<file path="src/hw/rtl/escu_pkg.sv">
// ----------------------------------------------------------------------------
// escu_pkg
// Shared types and character codes for the backslash unescaper.
// ----------------------------------------------------------------------------
`default_nettype none

package escu_pkg;

  typedef logic [7:0]  byte_t;
  typedef logic [15:0] count_t;
  typedef logic [20:0] code_t;

  // escape introducer and escape letters
  localparam byte_t CH_BSLASH = 8'h5C;
  localparam byte_t CH_U      = 8'h75;
  localparam byte_t CH_X      = 8'h78;
  localparam byte_t CH_B      = 8'h62;
  localparam byte_t CH_T      = 8'h74;
  localparam byte_t CH_N      = 8'h6E;
  localparam byte_t CH_R      = 8'h72;
  localparam byte_t CH_F      = 8'h66;
  localparam byte_t CH_S      = 8'h73;

  // bytes that the simple escapes stand for
  localparam byte_t OUT_BS    = 8'h08;
  localparam byte_t OUT_TAB   = 8'h09;
  localparam byte_t OUT_LF    = 8'h0A;
  localparam byte_t OUT_CR    = 8'h0D;
  localparam byte_t OUT_FF    = 8'h0C;
  localparam byte_t OUT_SPACE = 8'h20;

  // digit counts and the bytes that must follow the letter
  localparam logic [2:0] U_DIGITS = 3'd4;
  localparam logic [2:0] X_DIGITS = 3'd2;
  localparam count_t     U_MIN_AFTER = 16'd4;
  localparam count_t     X_MIN_AFTER = 16'd2;

  // code point ranges
  localparam code_t SURR_HIGH_BASE = 21'h00D800;
  localparam code_t SURR_LOW_BASE  = 21'h00DC00;
  localparam code_t SURR_END       = 21'h00E000;
  localparam code_t SUPP_BASE      = 21'h010000;
  localparam code_t UTF8_2B_BASE   = 21'h000080;
  localparam code_t UTF8_3B_BASE   = 21'h000800;

endpackage

`default_nettype wire

</file>
<file path="src/hw/rtl/escu_in_if.sv">
// ----------------------------------------------------------------------------
// escu_in_if
// Input channel: one escaped text byte and the count of bytes after it.
// ----------------------------------------------------------------------------
`default_nettype none

interface escu_in_if;
  logic                 valid;
  logic                 ready;
  escu_pkg::byte_t      in_byte;
  escu_pkg::count_t     bytes_after;

  modport source (output valid, output in_byte, output bytes_after, input ready);
  modport sink   (input valid, input in_byte, input bytes_after, output ready);
endinterface

`default_nettype wire

</file>
<file path="src/hw/rtl/escu_out_if.sv">
// ----------------------------------------------------------------------------
// escu_out_if
// Output channel: one decoded byte and the last-of-item flag.
// ----------------------------------------------------------------------------
`default_nettype none

interface escu_out_if;
  logic                 valid;
  logic                 ready;
  escu_pkg::byte_t      out_byte;
  logic                 run_last;

  modport source (output valid, output out_byte, output run_last, input ready);
  modport sink   (input valid, input out_byte, input run_last, output ready);
endinterface

`default_nettype wire

</file>
<file path="src/hw/rtl/escape_sequence_unescaper.sv">
// ----------------------------------------------------------------------------
// escape_sequence_unescaper
// Streaming backslash unescaper with \u (UTF-8, surrogate pairing) and \x.
// ----------------------------------------------------------------------------
// Path: a taken beat is held in the input register, then decoded into the
//   output buffer once that is free, and its first byte is offered at the head.
// Throughput: one input beat per cycle while each yields at most one byte that
//   is taken at once; a multi-byte \u holds the 4-entry buffer till drained.
// Reset: synchronous, active low; empties the input register and output
//   buffer and returns the decoder to plain text with no saved surrogate.
`default_nettype none

module escape_sequence_unescaper (
  input  wire logic  clk,
  input  wire logic  rst_n,
  escu_in_if.sink    in_chan,
  escu_out_if.source out_chan
);

  typedef enum logic [2:0] {
    MODE_PLAIN = 3'd0,
    MODE_ESC   = 3'd1,
    MODE_UHEX  = 3'd2,
    MODE_XHEX  = 3'd3
  } mode_t;

  // input register
  logic               d_valid_r, d_valid_nxt;
  escu_pkg::byte_t    d_byte_r;
  escu_pkg::count_t   d_after_r;

  // decoder state
  mode_t              mode_r, mode_nxt;
  logic [2:0]         digits_r, digits_nxt;
  escu_pkg::code_t    accum_r, accum_nxt;
  logic [15:0]        saved_r, saved_nxt;

  // output buffer, head at entry 0
  escu_pkg::byte_t    ob_r [4];
  escu_pkg::byte_t    ob_nxt [4];
  logic [2:0]         cnt_r, cnt_nxt;

  // decode results
  escu_pkg::byte_t    res_b [4];
  logic [2:0]         res_n;

  // \u completion path
  escu_pkg::byte_t    dv;
  escu_pkg::code_t    acc_shift;
  escu_pkg::code_t    cp;
  logic               is_high, is_low, do_pair;
  escu_pkg::byte_t    enc_b [4];
  logic [2:0]         enc_n;

  logic               pop, buf_free, fire, load, in_take;

  function automatic escu_pkg::byte_t digit_value(input escu_pkg::byte_t b);
    if (b >= 8'h30 && b <= 8'h39) return b - 8'h30;
    if (b >= 8'h61 && b <= 8'h66) return b - 8'h61 + 8'd10;
    if (b >= 8'h41 && b <= 8'h46) return b - 8'h41 + 8'd10;
    return b;
  endfunction

  // handshake
  assign pop      = out_chan.valid && out_chan.ready;
  assign buf_free = (cnt_r == 3'd0) || ((cnt_r == 3'd1) && pop);
  assign fire     = d_valid_r && ((res_n == 3'd0) || buf_free);
  assign load     = fire && (res_n != 3'd0);
  assign in_take  = in_chan.valid && in_chan.ready;

  assign in_chan.ready     = !d_valid_r || fire;
  assign out_chan.valid    = cnt_r != 3'd0;
  assign out_chan.out_byte = ob_r[0];
  assign out_chan.run_last = cnt_r == 3'd1;

  assign d_valid_nxt = in_take ? 1'b1 : (fire ? 1'b0 : d_valid_r);

  // hex digit accumulate and \u code point
  assign dv        = digit_value(d_byte_r);
  assign acc_shift = {accum_r[16:0], 4'b0000} + {13'b0, dv};
  assign is_high   = (acc_shift >= escu_pkg::SURR_HIGH_BASE) &&
                     (acc_shift <  escu_pkg::SURR_LOW_BASE);
  assign is_low    = (acc_shift >= escu_pkg::SURR_LOW_BASE) &&
                     (acc_shift <  escu_pkg::SURR_END);
  assign do_pair   = is_low && (saved_r != 16'd0);
  assign cp        = do_pair ? ({1'b0, saved_r[9:0], acc_shift[9:0]} + escu_pkg::SUPP_BASE)
                             : acc_shift;

  // UTF-8 encode
  always_comb begin
    enc_b[0] = cp[7:0];
    enc_b[1] = 8'h00;
    enc_b[2] = 8'h00;
    enc_b[3] = 8'h00;
    enc_n    = 3'd1;
    if (cp < escu_pkg::UTF8_2B_BASE) begin
      enc_b[0] = cp[7:0];
      enc_n    = 3'd1;
    end else if (cp < escu_pkg::UTF8_3B_BASE) begin
      enc_b[0] = {3'b110, cp[10:6]};
      enc_b[1] = {2'b10, cp[5:0]};
      enc_n    = 3'd2;
    end else if (cp < escu_pkg::SUPP_BASE) begin
      enc_b[0] = {4'b1110, cp[15:12]};
      enc_b[1] = {2'b10, cp[11:6]};
      enc_b[2] = {2'b10, cp[5:0]};
      enc_n    = 3'd3;
    end else begin
      enc_b[0] = {5'b11110, cp[20:18]};
      enc_b[1] = {2'b10, cp[17:12]};
      enc_b[2] = {2'b10, cp[11:6]};
      enc_b[3] = {2'b10, cp[5:0]};
      enc_n    = 3'd4;
    end
  end

  // decoder step for the registered beat
  always_comb begin
    mode_nxt   = mode_r;
    digits_nxt = digits_r;
    accum_nxt  = accum_r;
    saved_nxt  = saved_r;
    res_n      = 3'd0;
    res_b[0]   = d_byte_r;
    res_b[1]   = enc_b[1];
    res_b[2]   = enc_b[2];
    res_b[3]   = enc_b[3];
    case (mode_r)
      MODE_ESC: begin
        mode_nxt = MODE_PLAIN;
        if (d_byte_r == escu_pkg::CH_U && d_after_r >= escu_pkg::U_MIN_AFTER) begin
          mode_nxt   = MODE_UHEX;
          digits_nxt = escu_pkg::U_DIGITS;
          accum_nxt  = '0;
        end else if (d_byte_r == escu_pkg::CH_X && d_after_r >= escu_pkg::X_MIN_AFTER) begin
          mode_nxt   = MODE_XHEX;
          digits_nxt = escu_pkg::X_DIGITS;
          accum_nxt  = '0;
        end else begin
          saved_nxt = 16'd0;
          res_n     = 3'd1;
          case (d_byte_r)
            escu_pkg::CH_B: res_b[0] = escu_pkg::OUT_BS;
            escu_pkg::CH_T: res_b[0] = escu_pkg::OUT_TAB;
            escu_pkg::CH_N: res_b[0] = escu_pkg::OUT_LF;
            escu_pkg::CH_R: res_b[0] = escu_pkg::OUT_CR;
            escu_pkg::CH_F: res_b[0] = escu_pkg::OUT_FF;
            escu_pkg::CH_S: res_b[0] = escu_pkg::OUT_SPACE;
            default:        res_b[0] = d_byte_r;
          endcase
        end
      end
      MODE_UHEX: begin
        accum_nxt  = acc_shift;
        digits_nxt = digits_r - 3'd1;
        if (digits_r == 3'd1) begin
          mode_nxt  = MODE_PLAIN;
          accum_nxt = '0;
          if (is_high) begin
            saved_nxt = acc_shift[15:0];
          end else begin
            if (do_pair) saved_nxt = 16'd0;
            res_n    = enc_n;
            res_b[0] = enc_b[0];
          end
        end
      end
      MODE_XHEX: begin
        accum_nxt  = {13'b0, acc_shift[7:0]};
        digits_nxt = digits_r - 3'd1;
        if (digits_r == 3'd1) begin
          mode_nxt  = MODE_PLAIN;
          accum_nxt = '0;
          res_n     = 3'd1;
          res_b[0]  = acc_shift[7:0];
        end
      end
      default: begin
        mode_nxt = MODE_PLAIN;
        if (d_byte_r == escu_pkg::CH_BSLASH && d_after_r != 16'd0) begin
          mode_nxt = MODE_ESC;
        end else begin
          saved_nxt = 16'd0;
          res_n     = 3'd1;
        end
      end
    endcase
    // end of string: everything back to reset, unfinished escape dropped
    if (d_after_r == 16'd0) begin
      mode_nxt   = MODE_PLAIN;
      digits_nxt = 3'd0;
      accum_nxt  = '0;
      saved_nxt  = 16'd0;
    end
  end

  // output buffer
  always_comb begin
    cnt_nxt = cnt_r;
    for (int i = 0; i < 4; i++) ob_nxt[i] = ob_r[i];
    if (load) begin
      cnt_nxt = res_n;
      for (int i = 0; i < 4; i++) ob_nxt[i] = res_b[i];
    end else if (pop) begin
      cnt_nxt = cnt_r - 3'd1;
      for (int i = 0; i < 3; i++) ob_nxt[i] = ob_r[i + 1];
    end
  end

  always_ff @(posedge clk) begin
    if (!rst_n) begin
      d_valid_r <= 1'b0;
      cnt_r     <= 3'd0;
      mode_r    <= MODE_PLAIN;
      digits_r  <= 3'd0;
      accum_r   <= '0;
      saved_r   <= 16'd0;
    end else begin
      d_valid_r <= d_valid_nxt;
      cnt_r     <= cnt_nxt;
      if (fire) begin
        mode_r   <= mode_nxt;
        digits_r <= digits_nxt;
        accum_r  <= accum_nxt;
        saved_r  <= saved_nxt;
      end
    end
  end

  always_ff @(posedge clk) begin
    if (in_take) begin
      d_byte_r  <= in_chan.in_byte;
      d_after_r <= in_chan.bytes_after;
    end
    for (int i = 0; i < 4; i++) ob_r[i] <= ob_nxt[i];
  end

  // ---------------------------------------------------------------------------
  // assertions
  a_last_resets: assert property (@(posedge clk) disable iff (!rst_n)
    (fire && d_after_r == 16'd0) |=>
      (mode_r == MODE_PLAIN && saved_r == 16'd0 && accum_r == '0))
    else $error("state not cleared after last beat of string");

  a_digits_live: assert property (@(posedge clk) disable iff (!rst_n)
    (mode_r == MODE_UHEX || mode_r == MODE_XHEX) |-> (digits_r != 3'd0))
    else $error("hex mode with no digits left");

  a_saved_high: assert property (@(posedge clk) disable iff (!rst_n)
    (saved_r == 16'd0) || (saved_r[15:10] == 6'b110110))
    else $error("saved surrogate outside high range");

  a_no_overwrite: assert property (@(posedge clk) disable iff (!rst_n)
    (cnt_r > 3'd1 && !pop) |=> (cnt_r == $past(cnt_r)))
    else $error("output buffer overwritten while bytes pending");

endmodule

`default_nettype wire

</file>
<file path="src/flat_wrapper.sv">
// flat-port wrapper written by rule: the top's interface ports become plain ports
module escape_sequence_unescaper_flat 
  (clk, rst_n, in_chan_valid, in_chan_in_byte, in_chan_bytes_after, in_chan_ready, out_chan_valid, out_chan_out_byte, out_chan_run_last, out_chan_ready);
  escu_in_if in_chan_i ();
  escu_out_if out_chan_i ();
  input  wire logic clk;
  input  wire logic rst_n;
  input wire logic [$bits(in_chan_i.valid)-1:0] in_chan_valid;
  input wire logic [$bits(in_chan_i.in_byte)-1:0] in_chan_in_byte;
  input wire logic [$bits(in_chan_i.bytes_after)-1:0] in_chan_bytes_after;
  output wire logic [$bits(in_chan_i.ready)-1:0] in_chan_ready;
  output wire logic [$bits(out_chan_i.valid)-1:0] out_chan_valid;
  output wire logic [$bits(out_chan_i.out_byte)-1:0] out_chan_out_byte;
  output wire logic [$bits(out_chan_i.run_last)-1:0] out_chan_run_last;
  input wire logic [$bits(out_chan_i.ready)-1:0] out_chan_ready;
  assign in_chan_i.valid = in_chan_valid;
  assign in_chan_i.in_byte = in_chan_in_byte;
  assign in_chan_i.bytes_after = in_chan_bytes_after;
  assign in_chan_ready = in_chan_i.ready;
  assign out_chan_valid = out_chan_i.valid;
  assign out_chan_out_byte = out_chan_i.out_byte;
  assign out_chan_run_last = out_chan_i.run_last;
  assign out_chan_i.ready = out_chan_ready;
  escape_sequence_unescaper u_core (.clk(clk), .rst_n(rst_n), .in_chan(in_chan_i), .out_chan(out_chan_i));
endmodule
</file>
<file path="config.mk">
export PLATFORM = sky130hd
export DESIGN_NAME = escape_sequence_unescaper_flat
export DESIGN_NICKNAME = d
export VERILOG_FILES = /design/src/hw/rtl/escu_pkg.sv /design/src/hw/rtl/escu_in_if.sv /design/src/hw/rtl/escu_out_if.sv /design/src/hw/rtl/escape_sequence_unescaper.sv /design/src/flat_wrapper.sv
export SDC_FILE = /design/constraint.sdc
export NUM_CORES = 1
export LEC_CHECK = 0
export BUFFER_PORTS_ARGS = -buffer_cell sky130_fd_sc_hd__buf_2
export CORE_MARGIN = 1
export CORE_UTILIZATION = 55
export CTS_CLUSTER_SIZE = 10
export DETAILED_ROUTE_END_ITERATION = 10
export PLACE_DENSITY = 0.73
export SLEW_MARGIN = 20
export SYNTH_ARGS = -nofsm -noshare
export SYNTH_HDL_FRONTEND = slang
export SYNTH_SLANG_ARGS = --single-unit
</file>
<file path="constraint.sdc">
create_clock -name clk -period 9 [get_ports clk]
set_clock_uncertainty 0.1 [all_clocks]
set_input_delay 1.8 -clock clk [delete_from_list [all_inputs] [get_ports clk]]
set_output_delay 1.8 -clock clk [all_outputs]
set_load 0.01 [all_outputs]
</file>
-- After elaboration in Yosys (flattened, before gate mapping)
Memories as Yosys holds them, arrays and structs flattened.
Cells that the tools add are included.
- add/subtract/negate cells: 9
- multiply operators: 0
- divide/modulo/power cells: 0
- order comparisons: 15
- eq/ne operators: 22
- shift-type cells: 0
- muxes and demuxes: 67
- bitwise logic cells: 0
- reductions and logical operators: 34
- operators by type and width (operator ; count):
    $mux W16 ; 9
    $mux W8 ; 15
    $eq A8 B7 Y1 const B ; 9
    $mux W24 ; 3
    $mux W17 ; 4
    $pmux W17 S3 ; 1
    $pmux W16 S3 ; 1
    $pmux W8 S6 ; 1
    $ge A21 B16 Y1 const B ; 2
    $lt A21 B16 Y1 const B ; 2
    $mux W21 ; 2
    $mux W3 ; 14
    $reduce_bool A16 Y1 ; 2
    $pmux W8 S3 ; 1
    $add A20 B17 Y21 const B ; 1
    $add A21 B8 Y21 ; 1
    $lt A21 B12 Y1 const B ; 1
    $lt A21 B17 Y1 const B ; 1
    $lt A21 B8 Y1 const B ; 1
    $add A8 B4 Y8 const B ; 2
    $ge A16 B2 Y1 const B ; 1
    $ge A16 B3 Y1 const B ; 1
    $ge A8 B7 Y1 const B ; 2
    $le A8 B7 Y1 const B ; 2
    28 further kinds ; 68
- register bits: 67
- latch bits: 0
- bits in writable memories: 32
- ROM bits: 0
- output and inout bits: 11
- memories kept: 1
- memories (memory ; words ; width ; rd ports ; clocked after memory_dff ; wr ports ; RTL line ; source):
    u_core.ob_r ; 4 ; 8 ; 4 ; 0 ; 4 ; escape_sequence_unescaper.sv:39 ; escu_pkg::byte_t ob_r [4];

-- Longest topological paths before layout
- depth after elaboration: 27
- mapped depth: 25
- depth with buffers taken out: 22

-- Worst setup path before layout
No wires, ideal clock.
- path kind: register to output
- start point: register u_core.d_byte_r[1]
- end point: output in_chan_ready
- data arrival time: 5.098 ns
- required time: 7.100 ns
- slack: 2.002 ns
- cell stages (with the launch flop): 22
- path buffers: 2
- cell sequence: edfxtp_1 -> clkbuf_1 -> inv_1 -> ha_1 -> or4b_2 -> o311ai_0 -> nor2_1 -> nor2_2 -> o21ai_0 -> xnor2_1 -> ha_1 -> inv_1 -> fa_1 -> nand2b_2 -> a211oi_4 -> nand2_1 -> xor2_1 -> and4_1 -> buf_2 -> a21boi_1 -> o21ai_0 -> or2_2
- longest elaborated chain between the ends: 24
- elaborated cells on any way between the ends: 58
- ends and longest elaborated chain (what ; RTL line ; source):
    from (decl) ; escape_sequence_unescaper.sv:29 ; escu_pkg::byte_t d_byte_r;
    from (signal assigned) ; escape_sequence_unescaper.sv:232 ; d_byte_r <= in_chan.in_byte;
    parallel branches: the longest is 19 deep, another holds $add A21 B8 Y21 ; n/a ;
    $pmux W3 S3 (*) ; escape_sequence_unescaper.sv:128 ; case (mode_r)
    $logic_not A3 Y1 (*) ; escape_sequence_unescaper.sv:67 ; assign fire = d_valid_r && ((res_n == 3'd0) || buf_free);
    $logic_or A1 B1 Y1 (*) ; escape_sequence_unescaper.sv:67 ;
    $logic_and A1 B1 Y1 (*) ; escape_sequence_unescaper.sv:67 ;
    $logic_or A1 B1 Y1 (*) ; escape_sequence_unescaper.sv:71 ; assign in_chan.ready = !d_valid_r || fire;
    to (decl) ; flat_wrapper.sv:11 ; output wire logic [$bits(in_chan_i.ready)-1:0] in_chan_ready;
Mark *: on every way between the ends. The select of a mux whose other input is x is not followed.

-- Worst setup path in the final report
- start point: register u_core.d_byte_r[2]
- end point: output in_chan_ready
Same word-level chain as after synthesis.

==> key figures <==
Run status
  • Status: finished, final reports clean

Worst setup path
  • Crit. End Element: primary output
  • Worst path max stage delay: 0.77 ns
  • Slowest-stage cell, CP: edfxtp_1
  • Crit-path cells: nor4bb_1 -> nand2_1 -> a211oi_1 -> nor2_2 -> o21ai_0 -> xnor2_1 -> ha_1 -> inv_1 -> fa_1 -> nand2b_2 -> a211oi_4 -> nand2_1 -> xor2_1 -> and4_1 -> a21boi_1 -> o21ai_0 -> or2_2 -> buf_2
  • Critical path required time: 7.10 ns
  • CP Data Arrival Time: 6.34 ns
  • Crit start category: flip-flop
  • Setup CP Type: flip-flop to primary output
  • CP Max Fanout: 18

Routing
  • DRT antenna net count: 0
  • Avg WL per Cell: 19.40 um
  • Detailed-route DRC error count: 0
  • Total iterations of the first detailed-routing run: 7
  • Initial DRC Count: 506
  • Total wire length: 16340 um
  • Total number of vias: 5305
  • DR vias/cell: 6.300

Logic synthesis
  • EDFF count, synth: 53
  • Syn nets: 745
  • Leading post-synthesis cells by cell area: edfxtp_1, dfxtp_1, ha_1
  • Sequential cell area fraction in the yosys report: 40.58%
  • Fraction of registers with async set/reset: 0%
  • Post-synthesis cell area: 0.005993 mm^2
  • Cell taking the most area after synthesis: edfxtp_1
  • Synth top area share: 26.56%
  • Synthesized instance count: 692
  • Unique cell type count in the Yosys netlist: 81
  • Synth Flop Type: edfxtp_1
  • #FFs+latches synth: 95
  • Syn. warnings: 0
  • Avg Inst Size Synth: 8.661 um^2

Floorplan
  • DIE WIDTH: 106.4 um
  • Die Area: 0.01132 mm^2
  • Die Ht: 106.4 um
  • Num ports: 39
  • Initial Utilization: 57.28%
  • Core ar.: 0.01046 mm^2
  • Row count: 37

Timing
  • Total Neg Setup Slack: 0 ns
  • Fin crit period: 8.239 ns
  • Slew margin rel.: 28.59%
  • Measured slew at the worst slew-check pin: 1.071 ns
  • Setup slack after layout: 0.7607 ns
  • Unrepaired setup endpoints after global routing: no
  • FMAX: 121.4 MHz
  • Final setup viols: 0
  • Fin crit share: 91.55%
  • Hold Violations, Final: 0
  • Pins Over Slew Limit: 0

Clock network
  • CTS sink count: 95
  • Clock latency on the worst-skew pair: 0.38 ns
  • PostCTS Resize Cnt: 0
  • Worst-path clk slew: 0.09 ns
  • CTS root buffer: clkbuf_8
  • CTS Hold Bufs: 0
  • CTS H-tree lvls: 3
  • Setup Fix Bufs, Post-CTS: 0
  • TritonCTS clock tree: done
  • CTS buffer count: 9
  • Max clock buf depth: 2

Finish
  • Design area: 0.006387 mm^2
  • Layout cells sized above 1: 11.47%
  • Final nets: 754
  • Fillers: 962
  • Diodes inserted: 0
  • Synth-to-layout area growth: 6.576%

Global route
  • Vias in the first global route: 5157
  • Total GRT Usage: 30.51%
  • First-pass GRT wire length: 26550 um
  • Initial antenna violation count: 0
  • Gr ovfl total: 0
  • Largest net degree at the start of global routing: 45

Power
  • Pwr/cell area: 189.5 mW/mm^2
  • Leak: 2.289 nW
  • VDD IR max: 0.1637 mV

Placed design
  • Post-DP HPWL: 11870 um
  • Setup Slack @ Placement: 1.326 ns
  • Placed cell areas: 0.006217 mm^2
  • Count of port buffers added during placement: 38
  • RD Place Congestion: 0.9251

Hold path
  • Hold Crit Class: flip-flop to flip-flop

Flow run
  • Max-Cap Viols: 0
[final cells by class]
type,instances,area (um^2),area share [%]
clock inverter,5,32.53,0.5093
multi-input combinational,520,3269,51.19
sequential,95,2432,38.08
timing repair buffer,44,235.2,3.683
clock buffer,11,131.4,2.057
tap,136,170.2,2.664
inverter,31,116.4,1.822
[per-stage QoR]
step                      power, mW  hold slack [ns]  util [%]  instances
after floorplan              0.8479           0.3347         -        692
after global placement       0.9545           0.3446     59.42        826
after detailed placement     0.9615           0.3625     59.42        826
after CTS                     1.212           0.3751     60.99        842
after global routing          1.272           0.4006     61.05        842
final                         1.210           0.3739     61.05        842
[state kept, by name, summed over array words and instances, names as in the netlist]
name              cells
u_core.d_byte_r       8
u_core.cnt_r          3
u_core.d_after_r     16
u_core.digits_r       3
u_core.accum_r       17
u_core.saved_r       16
u_core.d_valid_r      1
u_core.mode_r         2
u_core.ob_r          29
[per-layer routing]
layer,wire (um),share of wire [%],global-route usage (%)
met3,1343,8.2,5.028
met2,6999,43,44.85
met4,419,2.6,13.59
met1,7573,46,43.89
met5,0,0,0
[path summary, 6_finish.rpt]
kind / start / to / slack [ns] / cells past startpoint
worst min-delay path: u_core.digits_r[1] / u_core.digits_r[1] / 0.37 / 2
worst max-delay path: u_core.d_byte_r[2] / in_chan_ready / 0.76 / 18
worst max register to register: u_core.d_byte_r[2] / u_core.saved_r[6] / 1.90 / 18
worst min register to register: u_core.digits_r[1] / u_core.digits_r[1] / 0.37 / 2
[report_power, final]
group          leakage [nW]  internal (mW)  total (mW)  switching [mW]
Sequential            0.850          0.574       0.614          0.0400
Clock                0.0735          0.100       0.254           0.153
Combinational          1.37          0.121       0.343           0.222
[synth_stat cells (9+ instances only)]
| library cell | instances |
|---|---|
| nand2b_1 | 9 |
| xnor2_1 | 14 |
| xor2_1 | 14 |
| nand4_1 | 12 |
| dfxtp_1 | 42 |
| nor3_1 | 15 |
| edfxtp_1 | 53 |
| nand3_1 | 57 |
| nor4_1 | 12 |
| o31ai_1 | 10 |
| nand2_1 | 73 |
| ha_1 | 24 |
| clkbuf_1 | 36 |
| a31oi_1 | 14 |
| o211ai_1 | 9 |
| nor2_1 | 44 |
| inv_1 | 28 |
| and2_1 | 11 |
| a21oi_1 | 29 |
| o21ai_0 | 59 |
[cell families (layout without fill, tap and decap cells)]
kind of cell             count (synthesis)  in the layout  synth area share, %
multiplexers                             6              6                1.044
XOR/XNOR                                28             28                4.092
AND/OR/NAND/NOR                        275            275                23.13
adder cells (fa/ha/maj)                 25             25                5.345
AO/OA/AOI/OAI                          186            186                20.83
flip-flops                              95             95                40.58
buffers and inverters                   77             91                4.969
[worst max-delay path, delay by kind of cell, from the launching register on]
family / cells / cell delay (ns)
compound gates: 5 / 2.13
simple gates: 7 / 1.82
flops: 1 / 0.77
fa+ha+maj: 2 / 0.64
xor+xnor: 2 / 0.37
buf+inv: 2 / 0.22
[cell usage in the layout, fill, tap and decap left out, drive strengths merged, types with 4 or more instances in the layout]
master,count
nand4,12
mux2i,4
nor4,12
a21oi,29
a22o,5
a221oi,6
clkbuf,11
and3,7
and4,4
nand3b,5
nor2,45
o22ai,4
nor2b,5
o31ai,10
o211ai,10
and2,11
xnor2,14
dfxtp,42
inv,30
nand2b,10
a31oi,15
nand2,74
xor2,14
or2,4
edfxtp,53
o21ai,60
nor3b,4
a211o,5
nor3,16
a22oi,5
nand3,57
ha,24
buf,44
a31o,4
Power figures use the tool's default switching activity.
